## src/sv/mbb_pkg.sv

```systemverilog
// shared types and constants of the masked box blur
`timescale 1ns / 1ps
package mbb_pkg;

  localparam int PIX_W      = 8;
  localparam int ROW_W      = 13;
  localparam int CFG_IDX_W  = 2;
  localparam int CFG_DATA_W = 13;
  localparam int QUOT_STEPS = 8;
  localparam int STEP_W     = 3;

  localparam logic [CFG_IDX_W-1:0] CFG_WIDTH  = 2'd0;
  localparam logic [CFG_IDX_W-1:0] CFG_HEIGHT = 2'd1;
  localparam logic [CFG_IDX_W-1:0] CFG_RADIUS = 2'd2;
  localparam logic [CFG_IDX_W-1:0] CFG_BGND   = 2'd3;

  localparam logic ACT_PIXEL = 1'b0;
  localparam logic ACT_FLUSH = 1'b1;

  localparam logic [10:0] WIDTH_RST  = 11'd640;
  localparam logic [12:0] HEIGHT_RST = 13'd480;
  localparam logic [2:0]  RADIUS_RST = 3'd1;
  localparam logic [7:0]  BGND_RST   = 8'd0;

  typedef struct packed {
    logic [PIX_W-1:0] blue;
    logic [PIX_W-1:0] green;
    logic [PIX_W-1:0] red;
  } rgb_t;

  typedef struct packed {
    logic flag;
    rgb_t rgb;
  } entry_t;

endpackage

```

## src/sv/mbb_div.sv

```systemverilog
// iterative divider, one quotient bit per cycle, quotient below 256
`timescale 1ns / 1ps
module mbb_div #(
  parameter int SUM_BITS = 18,
  parameter int CNT_BITS = 10
) (
  input  logic                         clk_i,
  input  logic                         rst_ni,
  input  logic                         start_i,
  input  logic [SUM_BITS-1:0]          dividend_i,
  input  logic [CNT_BITS-1:0]          divisor_i,
  output logic                         done_o,
  output logic [mbb_pkg::PIX_W-1:0]    quot_o
);

  logic                              busy_q;
  logic [mbb_pkg::STEP_W-1:0]        step_q;
  logic [SUM_BITS-1:0]               rem_q;
  logic [mbb_pkg::PIX_W-1:0]         quot_q;
  logic [SUM_BITS-1:0]               trial;

  assign trial  = SUM_BITS'(divisor_i) << step_q;
  assign done_o = busy_q && (step_q == '0);
  assign quot_o = quot_q;

  always_ff @(posedge clk_i or negedge rst_ni) begin
    if (!rst_ni) begin
      busy_q <= 1'b0;
    end else if (start_i) begin
      busy_q <= 1'b1;
    end else if (done_o) begin
      busy_q <= 1'b0;
    end
  end

  always_ff @(posedge clk_i) begin
    if (start_i) begin
      rem_q  <= dividend_i;
      quot_q <= '0;
      step_q <= mbb_pkg::STEP_W'(mbb_pkg::QUOT_STEPS - 1);
    end else if (busy_q) begin
      if (rem_q >= trial) begin
        rem_q          <= rem_q - trial;
        quot_q[step_q] <= 1'b1;
      end
      step_q <= step_q - 1'b1;
    end
  end

endmodule

```

## config.mk

```make
export PLATFORM = sky130hd
export DESIGN_NAME = mbb_div
export DESIGN_NICKNAME = d
export VERILOG_FILES = /design/src/sv/mbb_pkg.sv /design/src/sv/mbb_div.sv
export SDC_FILE = /design/constraint.sdc
export NUM_CORES = 1
export LEC_CHECK = 0
export BUFFER_PORTS_ARGS = -buffer_cell sky130_fd_sc_hd__buf_2
export CAP_MARGIN = 20
export CORE_MARGIN = 2
export CORE_UTILIZATION = 30
export DETAILED_ROUTE_END_ITERATION = 6
export SYNTH_ARGS = -nofsm -noshare
export SYNTH_HDL_FRONTEND = slang
export SYNTH_SLANG_ARGS = --single-unit
```

## constraint.sdc

```tcl
create_clock -name clk_i -period 3.8 [get_ports clk_i]
set_clock_uncertainty 0.1 [all_clocks]
set_input_delay 1.14 -clock clk_i [delete_from_list [all_inputs] [get_ports clk_i]]
set_output_delay 1.14 -clock clk_i [all_outputs]
set_load 0.01 [all_outputs]
```

# Word level (Yosys, flattened, before mapping)
# Index checks and enable logic that the tools add are counted.
# word_totals
ff_bits	30
in_bits	31
elab_cells	26
# classes
add_sub_neg	2
magnitude_cmp	3
n_shift	1
mux	7
bitwise	1
n_reduce_logical	8
# ops
operator	count
2-to-1 mux 18 bit	3
greater-or-equal comparator 18 bit	1
<< shifter 10 x 3 -> 18 bit	1
subtractor 18 bit	1
bitwise OR 8 bit	1
nonzero test 2 bit	3
less-than comparator 3 x 4 -> 1 bit (second input constant)	1
AND reduction 2 bit	2
demux 1 bit (select 3 bit)	1
greater-or-equal comparator 3 x 1 -> 1 bit (second input constant)	1
zero test 3 bit	1
2-to-1 mux 1 bit	3
subtractor 3 x 1 -> 3 bit (second input constant)	1
logical AND 1 bit	2

# Depth between registers and ports, before layout
# Gate-level depths: netlist of the first run.
# logic_depth
depth_word	5
ltp_mapped	13

# Worst setup path after synthesis of the first run
# No wires, ideal clock.
# synth_timing
kind	input-to-reg
startpoint	in divisor_i[0]
endpoint	reg rem_q[0], enable pin
setup_time_ps	377
arrival_time_ps	3453
slack_ps	-130
path_stages	10
path_buffers	0
cell_sequence	mux2i_1 -> nand2b_1 -> inv_1 -> fa_1 -> and2b_1 -> o2111ai_2 -> a211oi_2 -> nor2_4 -> o211ai_4 -> nand2b_1
# synth_between
elab_chain_cells	4
# synth_lines
item	line_no	text
start: declaration	mbb_div.sv:11	input logic [CNT_BITS-1:0] divisor_i,
<< shifter 10 x 3 -> 18 bit	mbb_div.sv:22	assign trial = SUM_BITS'(divisor_i) << step_q;
greater-or-equal comparator 18 bit	mbb_div.sv:42	if (rem_q >= trial) begin
nonzero test 2 bit (no source line)	n/a	
AND reduction 2 bit (no source line)	n/a	
end signal: assignment	mbb_div.sv:38	rem_q <= dividend_i;
end signal: assignment	mbb_div.sv:43	rem_q <= rem_q - trial;
end: declaration	mbb_div.sv:18	logic [SUM_BITS-1:0] rem_q;
# Every way passes these cells.
# A chain may end at the register's enable or synchronous reset.

# Worst setup path in the final report of the first run
# layout_timing
startpoint	in divisor_i[1]
endpoint	reg rem_q[17] (data pin)
# layout_between
elab_chain_cells	5
# layout_lines
item	line_no	text
<< shifter 10 x 3 -> 18 bit	mbb_div.sv:22	
subtractor 18 bit	mbb_div.sv:43	
2-to-1 mux 18 bit	mbb_div.sv:42	
2-to-1 mux 18 bit	mbb_div.sv:41	end else if (busy_q) begin
2-to-1 mux 18 bit	mbb_div.sv:37	if (start_i) begin
# Every way passes these cells. The select of a mux whose other input is x is not followed.

==> results of run 1 <==
==> per-stage QoR <==
step                      instance area, um^2  util (%)  TNS (ps)
after floorplan                          2560         -         0
after global placement                   3030      36.7     -33.3
after detailed placement                 3030      36.7      -706
after CTS                                3120      37.8         0
after global routing                     3120      37.8         0
final                                    3120      37.8         0
==> sequential cells by signal, summed over array words and instances, names as in the netlist <==
signal  count
busy_q      1
step_q      3
rem_q      18
quot_o      8
==> worst max-delay path: stages <==
cell,delay [ps]
buf_2,110
and2_1,160
nor3_1,170
a21oi_1,90
a32oi_1,220
ha_1,300
a21o_1,220
nand2b_1,160
o211a_4,260
a311oi_4,370
nor3_1,100
nand4b_1,180
==> logic make-up (layout without fill, tap and decap cells) <==
logic type               Yosys count  in the layout  synth area share, %
flip-flops                        30             30                 30.7
AO/OA/AOI/OAI                     88             88                 24.2
XOR/XNOR                           9              9                 3.08
AND/OR/NAND/NOR                  103            103                 20.5
buffers and inverters             22             87                 5.03
adder cells (fa/ha/maj)           20             20                 10.1
multiplexers                      16             16                 6.40
==> cell usage after synthesis (2+ instances only) <==
library cell  count  area share (%)
and2_1            3            0.73
buf_6             4             1.8
o21a_1            3            0.88
clkinv_1          2            0.29
a21o_1            4             1.2
a311oi_1          2            0.68
nor2_1           18             2.6
nand2_1          39             5.7
edfxtp_1         18              21
o21ai_0          17             3.3
xor2_1            6             2.1
nor3_1           10             2.0
ha_1             19             9.3
dfxtp_1          11             8.6
inv_1             7             1.0
xnor2_1           3             1.0
o22ai_1           2            0.49
a31oi_1           2            0.49
mux2i_1          13             5.1
o31ai_1           2            0.59
and3_1            5             1.2
a32o_1            8             3.1
nor4_1            2            0.49
nand3_1           3            0.59
o21ai_1          12             2.3
nand4_1           2            0.49
a21oi_1          22             4.3
o211ai_1          2            0.59
nor2b_1           4            0.98
nand2b_1          7             1.7
a32oi_1           2            0.68
clkbuf_1          4            0.59
buf_4             2            0.59
mux2_2            3             1.3
==> routing by layer <==
layer	up-vias	wire (um)	part of all wire, %	GRT usage, %
met3	6	379	5.7	2.95
met5	-	0	0	0
met1	1134	3080	47	19.6
met2	64	3060	46	25.6
li1	1202	-	-	-
met4	0	84	1.3	3.52
==> where the power goes <==
part / total, uW / switching [uW] / internal, uW
Combinational: 1480 / 812 / 665
Sequential: 567 / 59.6 / 507
Clock: 276 / 130 / 146
==> area by class of cell <==
type | instances | area (um^2) | area share, %
Timing Repair Buffer | 70 | 428 | 13.7
Clock buffer | 6 | 82.6 | 2.65
Multi-Input combinational cell | 236 | 1650 | 52.8
Clock inverter | 2 | 11.3 | 0.361
Tap cell | 105 | 131 | 4.21
Inverter | 9 | 33.8 | 1.08
Sequential cell | 30 | 786 | 25.2
==> final timing paths <==
| check | endpoint | slack [ps] | cells after the start |
|---|---|---|---|
| min in group asynchronous | busy_q | 520 | 1 |
| max in group asynchronous | busy_q | 3000 | 1 |
| worst max register to register | rem_q[9] | 370 | 11 |
| worst min-delay path | quot_o[2] | 360 | 1 |
| worst max-delay path | rem_q[17] | 250 | 12 |
| worst min register to register | quot_o[2] | 360 | 1 |
==> impl_metrics.tcl, run 1 <==
set metrics [dict create \
    post_cts_buffers 0 \
    clockBufferDepth 2 \
    p_total_uw 2320 \
    yosys_warnings 0 \
    vias_per_cell 5.25 \
    async_flop_share_pct 3.33 \
    clk_pin_slew_worst_paths_ps 70 \
    p_leak_uw 0.00140 \
    routed-via-count 2406 \
    hp-class "register to register" \
    dp_slack_ps -55.9 \
    synthDistinctLibCells 59 \
    dpl.hpwl_mm 5.22 \
    htree_levels 2 \
    ys_seq_area_share_pct 30.7 \
    final_max_slew_viol_count 0 \
    ctsHoldBuffers 0 \
    avgSynthCellArea_um2 8.89 \
    drcViolationCount 0 \
    hold_viol 0 \
    die_w_um 96.4 \
    netlist_area_mm2 0.00256 \
    ant_nets 0 \
    start_util_pct 31.0 \
    die-area_mm2 0.00929 \
    synthFlopType "edfxtp_1" \
    totalWireLength_mm 6.60 \
    cp_max_fo 5 \
    power_density_mw_per_mm2 744 \
    hold_ws_ps 362 \
    crit_start "divisor_i[1]" \
    final_cell_mix "39 x nand2_1, 39 x buf_2, 31 x buf_4" \
    cts.sink_count 30 \
    cp.required_ps 3730 \
    layout.cells.non_filler 458 \
    dr.pass1.iters 4 \
    fill_cells 884 \
    wire_per_inst_um 14.4 \
    cp_data_arrival_time_ps 3480 \
    die_h_um 96.4 \
    cts_resized 0 \
    synth_edf_count 18 \
    grt_pass1_vias 2269 \
    setup_viol 0 \
    peakVddDrop_mv 0.183 \
    antenna_found_initial 0 \
    grt-ovfl-total 0 \
    min-delay-start "quot_o[2]" \
    io_buffers 39 \
    fmax_ghz 0.282 \
    core-area_mm2 0.00826 \
    grt_pass1_wl_mm 10.8 \
    relSlewSlack_pct 49.2 \
    synthesis.nets 339 \
    synthCells 288 \
    finalNetCount 403 \
    layout_setup_ws_ps 252 \
    min_period_ps 3550 \
    grtUsageTotal_pct 15.0 \
    cap_violations 0 \
    status "completed" \
    drt_iter0_markers 130 \
    diodes 0 \
    cts_root_buf "clkbuf_8" \
    period_share_pct 93.4 \
    grt_max_degree 39 \
    ys_seq_elements 30 \
    area_growth_pct 21.9 \
    pin_count 40 \
    rsz0062_at_grt "no" \
    crit_type "primary input to register" \
    r2r_start "step_q[0]" \
    fp-row-count 33 \
    cts_made_buffers 5 \
    clock_latency_ps 280 \
    end_kind "register" \
    cts_tree "done" \
    drive_gt1_share_pct 26.3 \
    worstMarginPinSlew_ps 762 \
    dpl.cell_count 450 \
    start_kind "primary input" \
    place.gp.congestion 0.867 \
]
Note: power is estimated with default switching activity, not from simulation.
==> run 2: changes to the inputs <==
--- a/config.mk
+++ b/config.mk
@@ -10,6 +10,7 @@
 export CORE_MARGIN = 2
 export CORE_UTILIZATION = 30
 export DETAILED_ROUTE_END_ITERATION = 6
+export REMOVE_ABC_BUFFERS = 1
 export SYNTH_ARGS = -nofsm -noshare
 export SYNTH_HDL_FRONTEND = slang
 export SYNTH_SLANG_ARGS = --single-unit
==> impl_metrics.tcl, run 2 (same netlist as run 1, synthesis figures left out) <==
set metrics [dict create \
    status "completed" \
    vias_per_cell 5.15 \
    area_growth_pct 23.1 \
    crit_slowest_cell "o311ai_2" \
    worst-path-buf-inv 2 \
    hp-class "register to register" \
    largest_register_ffs 18 \
    antenna_found_initial 0 \
    rrSetupSlack_ps 320 \
    crit_type "primary input to register" \
    totalWireLength_mm 6.68 \
    clock_latency_ps 280 \
    grt_pass1_vias 2318 \
    fmax_ghz 0.277 \
    critPathTopFamily "compound AO/OA/AOI/OAI gates" \
    fp-row-count 33 \
    cap_violations 0 \
    rsz0062_at_grt "no" \
    path_cells "buf_2 > and2_1 > nor3_1 > a21oi_1 > a32oi_1 > ha_1 > and4_4 > nand4_4 > o311ai_2 > o311ai_1 > o211ai_4 > nand2b_1 > buf_4" \
    layout_setup_ws_ps 194 \
    min_period_ps 3610 \
    grtUsageTotal_pct 15.1 \
    drcViolationCount 0 \
    final_max_slew_viol_count 0 \
    pin_count 40 \
    die-area_mm2 0.00929 \
    grt_max_degree 38 \
    cts.sink_count 30 \
    wire_per_inst_um 14.5 \
    final_cell_mix "39 x nand2_1, 39 x buf_2, 34 x buf_4" \
    hold_viol 0 \
    diodes 0 \
    core-area_mm2 0.00826 \
    clockBufferDepth 2 \
    finalNetCount 406 \
    cp_data_arrival_time_ps 3490 \
    final_cell_area_mm2 0.00315 \
    relSlewSlack_pct 50.1 \
    io_buffers 39 \
    peakVddDrop_mv 0.213 \
    cp_max_fo 10 \
    cp.required_ps 3690 \
    start_kind "primary input" \
    hold_ws_ps 370 \
    p_leak_uw 0.00141 \
    post_cts_buffers 0 \
    largest_register "rem_q" \
    die_w_um 96.4 \
    drt_iter0_markers 152 \
    ant_nets 0 \
    grt-ovfl-total 0 \
    grt_pass1_wl_mm 10.9 \
    htree_levels 2 \
    start_util_pct 31.0 \
    end_kind "register" \
    drive_gt1_share_pct 26.7 \
    worstMarginPinSlew_ps 748 \
    critPathMaxStageDelay_ps 310 \
    clk_pin_slew_worst_paths_ps 70 \
    cts_made_buffers 5 \
    placed_area_mm2 0.00305 \
    routed-via-count 2372 \
    cts_resized 0 \
    dr.pass1.iters 5 \
    period_share_pct 94.9 \
    setup_viol 0 \
    dp_slack_ps -88.8 \
    cts_tree "done" \
    place.gp.congestion 0.863 \
    power_density_mw_per_mm2 746 \
    ctsHoldBuffers 0 \
    setup_tns_ps 0 \
    dpl.hpwl_mm 5.19 \
    die_h_um 96.4 \
    cts_root_buf "clkbuf_8" \
    fin_util_pct 38.2 \
]
run 2: final cells by class:
type                       count  area (um^2)
inverter                       9         33.8
multi-input combinational    236         1650
fill                         871         5110
clock buffer                   6         93.8
timing repair buffer          73          450
tap                          105          131
clock inverter                 2         10.0
sequential                    30          786
run 2: path summary, 6_finish.rpt:
check | from | to | cells after the start
setup / recovery | divisor_i[5] | rem_q[9] | 13
hold / removal | quot_o[7] | quot_o[7] | 1
setup reg to reg | step_q[1] | rem_q[9] | 11
hold reg to reg | quot_o[7] | quot_o[7] | 1
max in group asynchronous | rst_ni | busy_q | 1
min in group asynchronous | rst_ni | busy_q | 1
run 2: stage by stage:
step	instances	total power, uW
after global placement	453	2030
after detailed placement	453	2050
final	461	2350
after CTS	461	2360
after global routing	461	2570
after floorplan	275	1550
run 2: worst reg2reg max path: stages, from the launching register on:
cell       delay [ps]
dfxtp_1           630
nor2_1            210
and3_1            240
ha_1              210
fa_1              400
and2b_1           240
o2111ai_2         130
a211oi_2          370
nor2_4             90
o211ai_4          180
nand2b_1          150
buf_4             220
run 2: power by group:
part           leakage [uW]  switching [uW]  total, uW  internal [uW]
sequential         0.000287            55.0        562            507
clock             0.0000561             137        303            167
combinational       0.00107             804       1480            680
total               0.00141             996       2350           1350
run 2: metal layers:
| layer | track usage (%) | vias up | routed length (um) |
|---|---|---|---|
| li1 | - | 1211 | - |
| met1 | 20.6 | 1102 | 3270 |
| met3 | 2.87 | 4 | 342 |
| met5 | 0 | - | 0 |
| met4 | 2.82 | 0 | 32 |
| met2 | 25.2 | 55 | 3030 |
==> run 3: changes to the inputs <==
==> constraint.sdc (replaced) <==
create_clock -name clk_i -period 4 [get_ports clk_i]
set_clock_uncertainty 0.1 [all_clocks]
set_input_delay 1.2 -clock clk_i [delete_from_list [all_inputs] [get_ports clk_i]]
set_output_delay 1.2 -clock clk_i [all_outputs]
set_load 0.01 [all_outputs]
==> impl_metrics.tcl, run 3 (same netlist as run 1, synthesis figures left out) <==
set metrics [dict create \
    clockBufferDepth 2 \
    largest_register "rem_q" \
    finalNetCount 391 \
    cts.sink_count 30 \
    worst-path-buf-inv 1 \
    fmax_ghz 0.268 \
    status "completed" \
    cts_resized 0 \
    ctsHoldBuffers 0 \
    io_buffers 39 \
    grt-ovfl-total 0 \
    pin_count 40 \
    dp_slack_ps 0.369 \
    drt_iter0_markers 154 \
    cp_data_arrival_time_ps 3660 \
    setup_viol 0 \
    cp_common_cell "nor3_1" \
    dpl.hpwl_mm 5.31 \
    r2r_start "step_q[0]" \
    crit_slowest_cell "a311oi_4" \
    grt_max_degree 38 \
    clock_latency_ps 290 \
    min_period_ps 3730 \
    reg2reg_to "rem_q[4]" \
    rsz0062_at_grt "no" \
    die_h_um 96.4 \
    area_growth_pct 18.3 \
    period_share_pct 93.2 \
    p_leak_uw 0.00134 \
    core-area_mm2 0.00826 \
    path_cells "buf_2 > and2_1 > nor3_1 > a21oi_1 > a32oi_1 > ha_1 > a21o_1 > nand2b_1 > o211a_4 > a311oi_4 > nor3_1 > nand4b_1" \
    htree_levels 2 \
    p_total_uw 2140 \
    clk_pin_slew_worst_paths_ps 80 \
    ff_latch_area_um2 786 \
    rrSetupSlack_ps 310 \
    final_max_slew_viol_count 0 \
    final_cell_area_mm2 0.00303 \
    relSlewSlack_pct 50.4 \
    hp-class "register to register" \
    ant_nets 0 \
    place.gp.congestion 0.835 \
    grt_pass1_vias 2345 \
    routed-via-count 2327 \
    grt_pass1_wl_mm 11.1 \
    end_kind "register" \
    fill_cells 882 \
    cts_root_buf "clkbuf_8" \
    r2r_cells 11 \
    drive_gt1_share_pct 23.5 \
    diodes 0 \
    fp-row-count 33 \
    wire_per_inst_um 15.4 \
    power_density_mw_per_mm2 708 \
    start_kind "primary input" \
    hold_ws_ps 368 \
    cts_tree "done" \
    crit_type "primary input to register" \
    totalWireLength_mm 6.88 \
    layout_setup_ws_ps 271 \
    dr.pass1.iters 4 \
    placed_area_mm2 0.00293 \
    cts_made_buffers 5 \
    min-delay-start "quot_o[1]" \
    worstMarginPinSlew_ps 744 \
    hold_path_depth 1 \
    die_w_um 96.4 \
    critPathTopFamily "compound AO/OA/AOI/OAI gates" \
    setup_tns_ps 0 \
    cp.required_ps 3930 \
    vias_per_cell 5.22 \
    critPathMaxStageDelay_ps 380 \
    cap_violations 0 \
    largest_register_ffs 18 \
    post_cts_buffers 0 \
    multi_input_area_mm2 0.00165 \
    hold_viol 0 \
    peakVddDrop_mv 0.208 \
    cp_max_fo 5 \
    antenna_found_initial 0 \
    die-area_mm2 0.00929 \
    grtUsageTotal_pct 15.6 \
    drcViolationCount 0 \
    hold_end "quot_o[1]" \
    final_cell_mix "39 x nand2_1, 39 x buf_2, 22 x a21oi_1" \
    start_util_pct 31.0 \
]
-- run 3: worst max-delay path by stage --
stage                end  cells past startpoint    startpoint  slack [ps]
2_1_floorplan   rem_q[0]                     10  divisor_i[0]           8
3_3_place_gp   rem_q[17]                     12  divisor_i[1]          30
3_5_place_dp   rem_q[17]                     12  divisor_i[1]         0.4
4_1_cts        rem_q[17]                     12  divisor_i[1]         270
5_1_grt         rem_q[4]                     11     step_q[0]          80
6_report       rem_q[17]                     12  divisor_i[1]         270
-- run 3: cell type report --
type	instances	area share [%]
sequential	30	26.0
timing repair buffer	58	11.2
clock inverter	2	0.372
clock buffer	6	2.73
inverter	9	1.12
multi-input combinational	236	54.3
tap	105	4.34
-- run 3: through the flow --
step,util [%],cells
after global routing,36.7,446
after global placement,35.5,438
after detailed placement,35.5,438
after floorplan,-,275
final,36.7,446
after CTS,36.7,446
-- run 3: layer usage --
metal	routed length (um)	track usage, %	vias to the layer above	share of wire [%]
met2	3120	26.3	69	45
met5	0	0	-	0
met3	491	3.65	10	7.1
li1	-	-	1186	-
met4	99	4.81	0	1.4
met1	3170	19.7	1062	46
-- run 3: power breakdown --
| group | leakage (uW) | internal, uW | switching [uW] |
|---|---|---|---|
| clock | 0.0000515 | 139 | 127 |
| sequential | 0.000287 | 482 | 57.7 |
| combinational | 0.000997 | 568 | 771 |
| total | 0.00134 | 1190 | 955 |
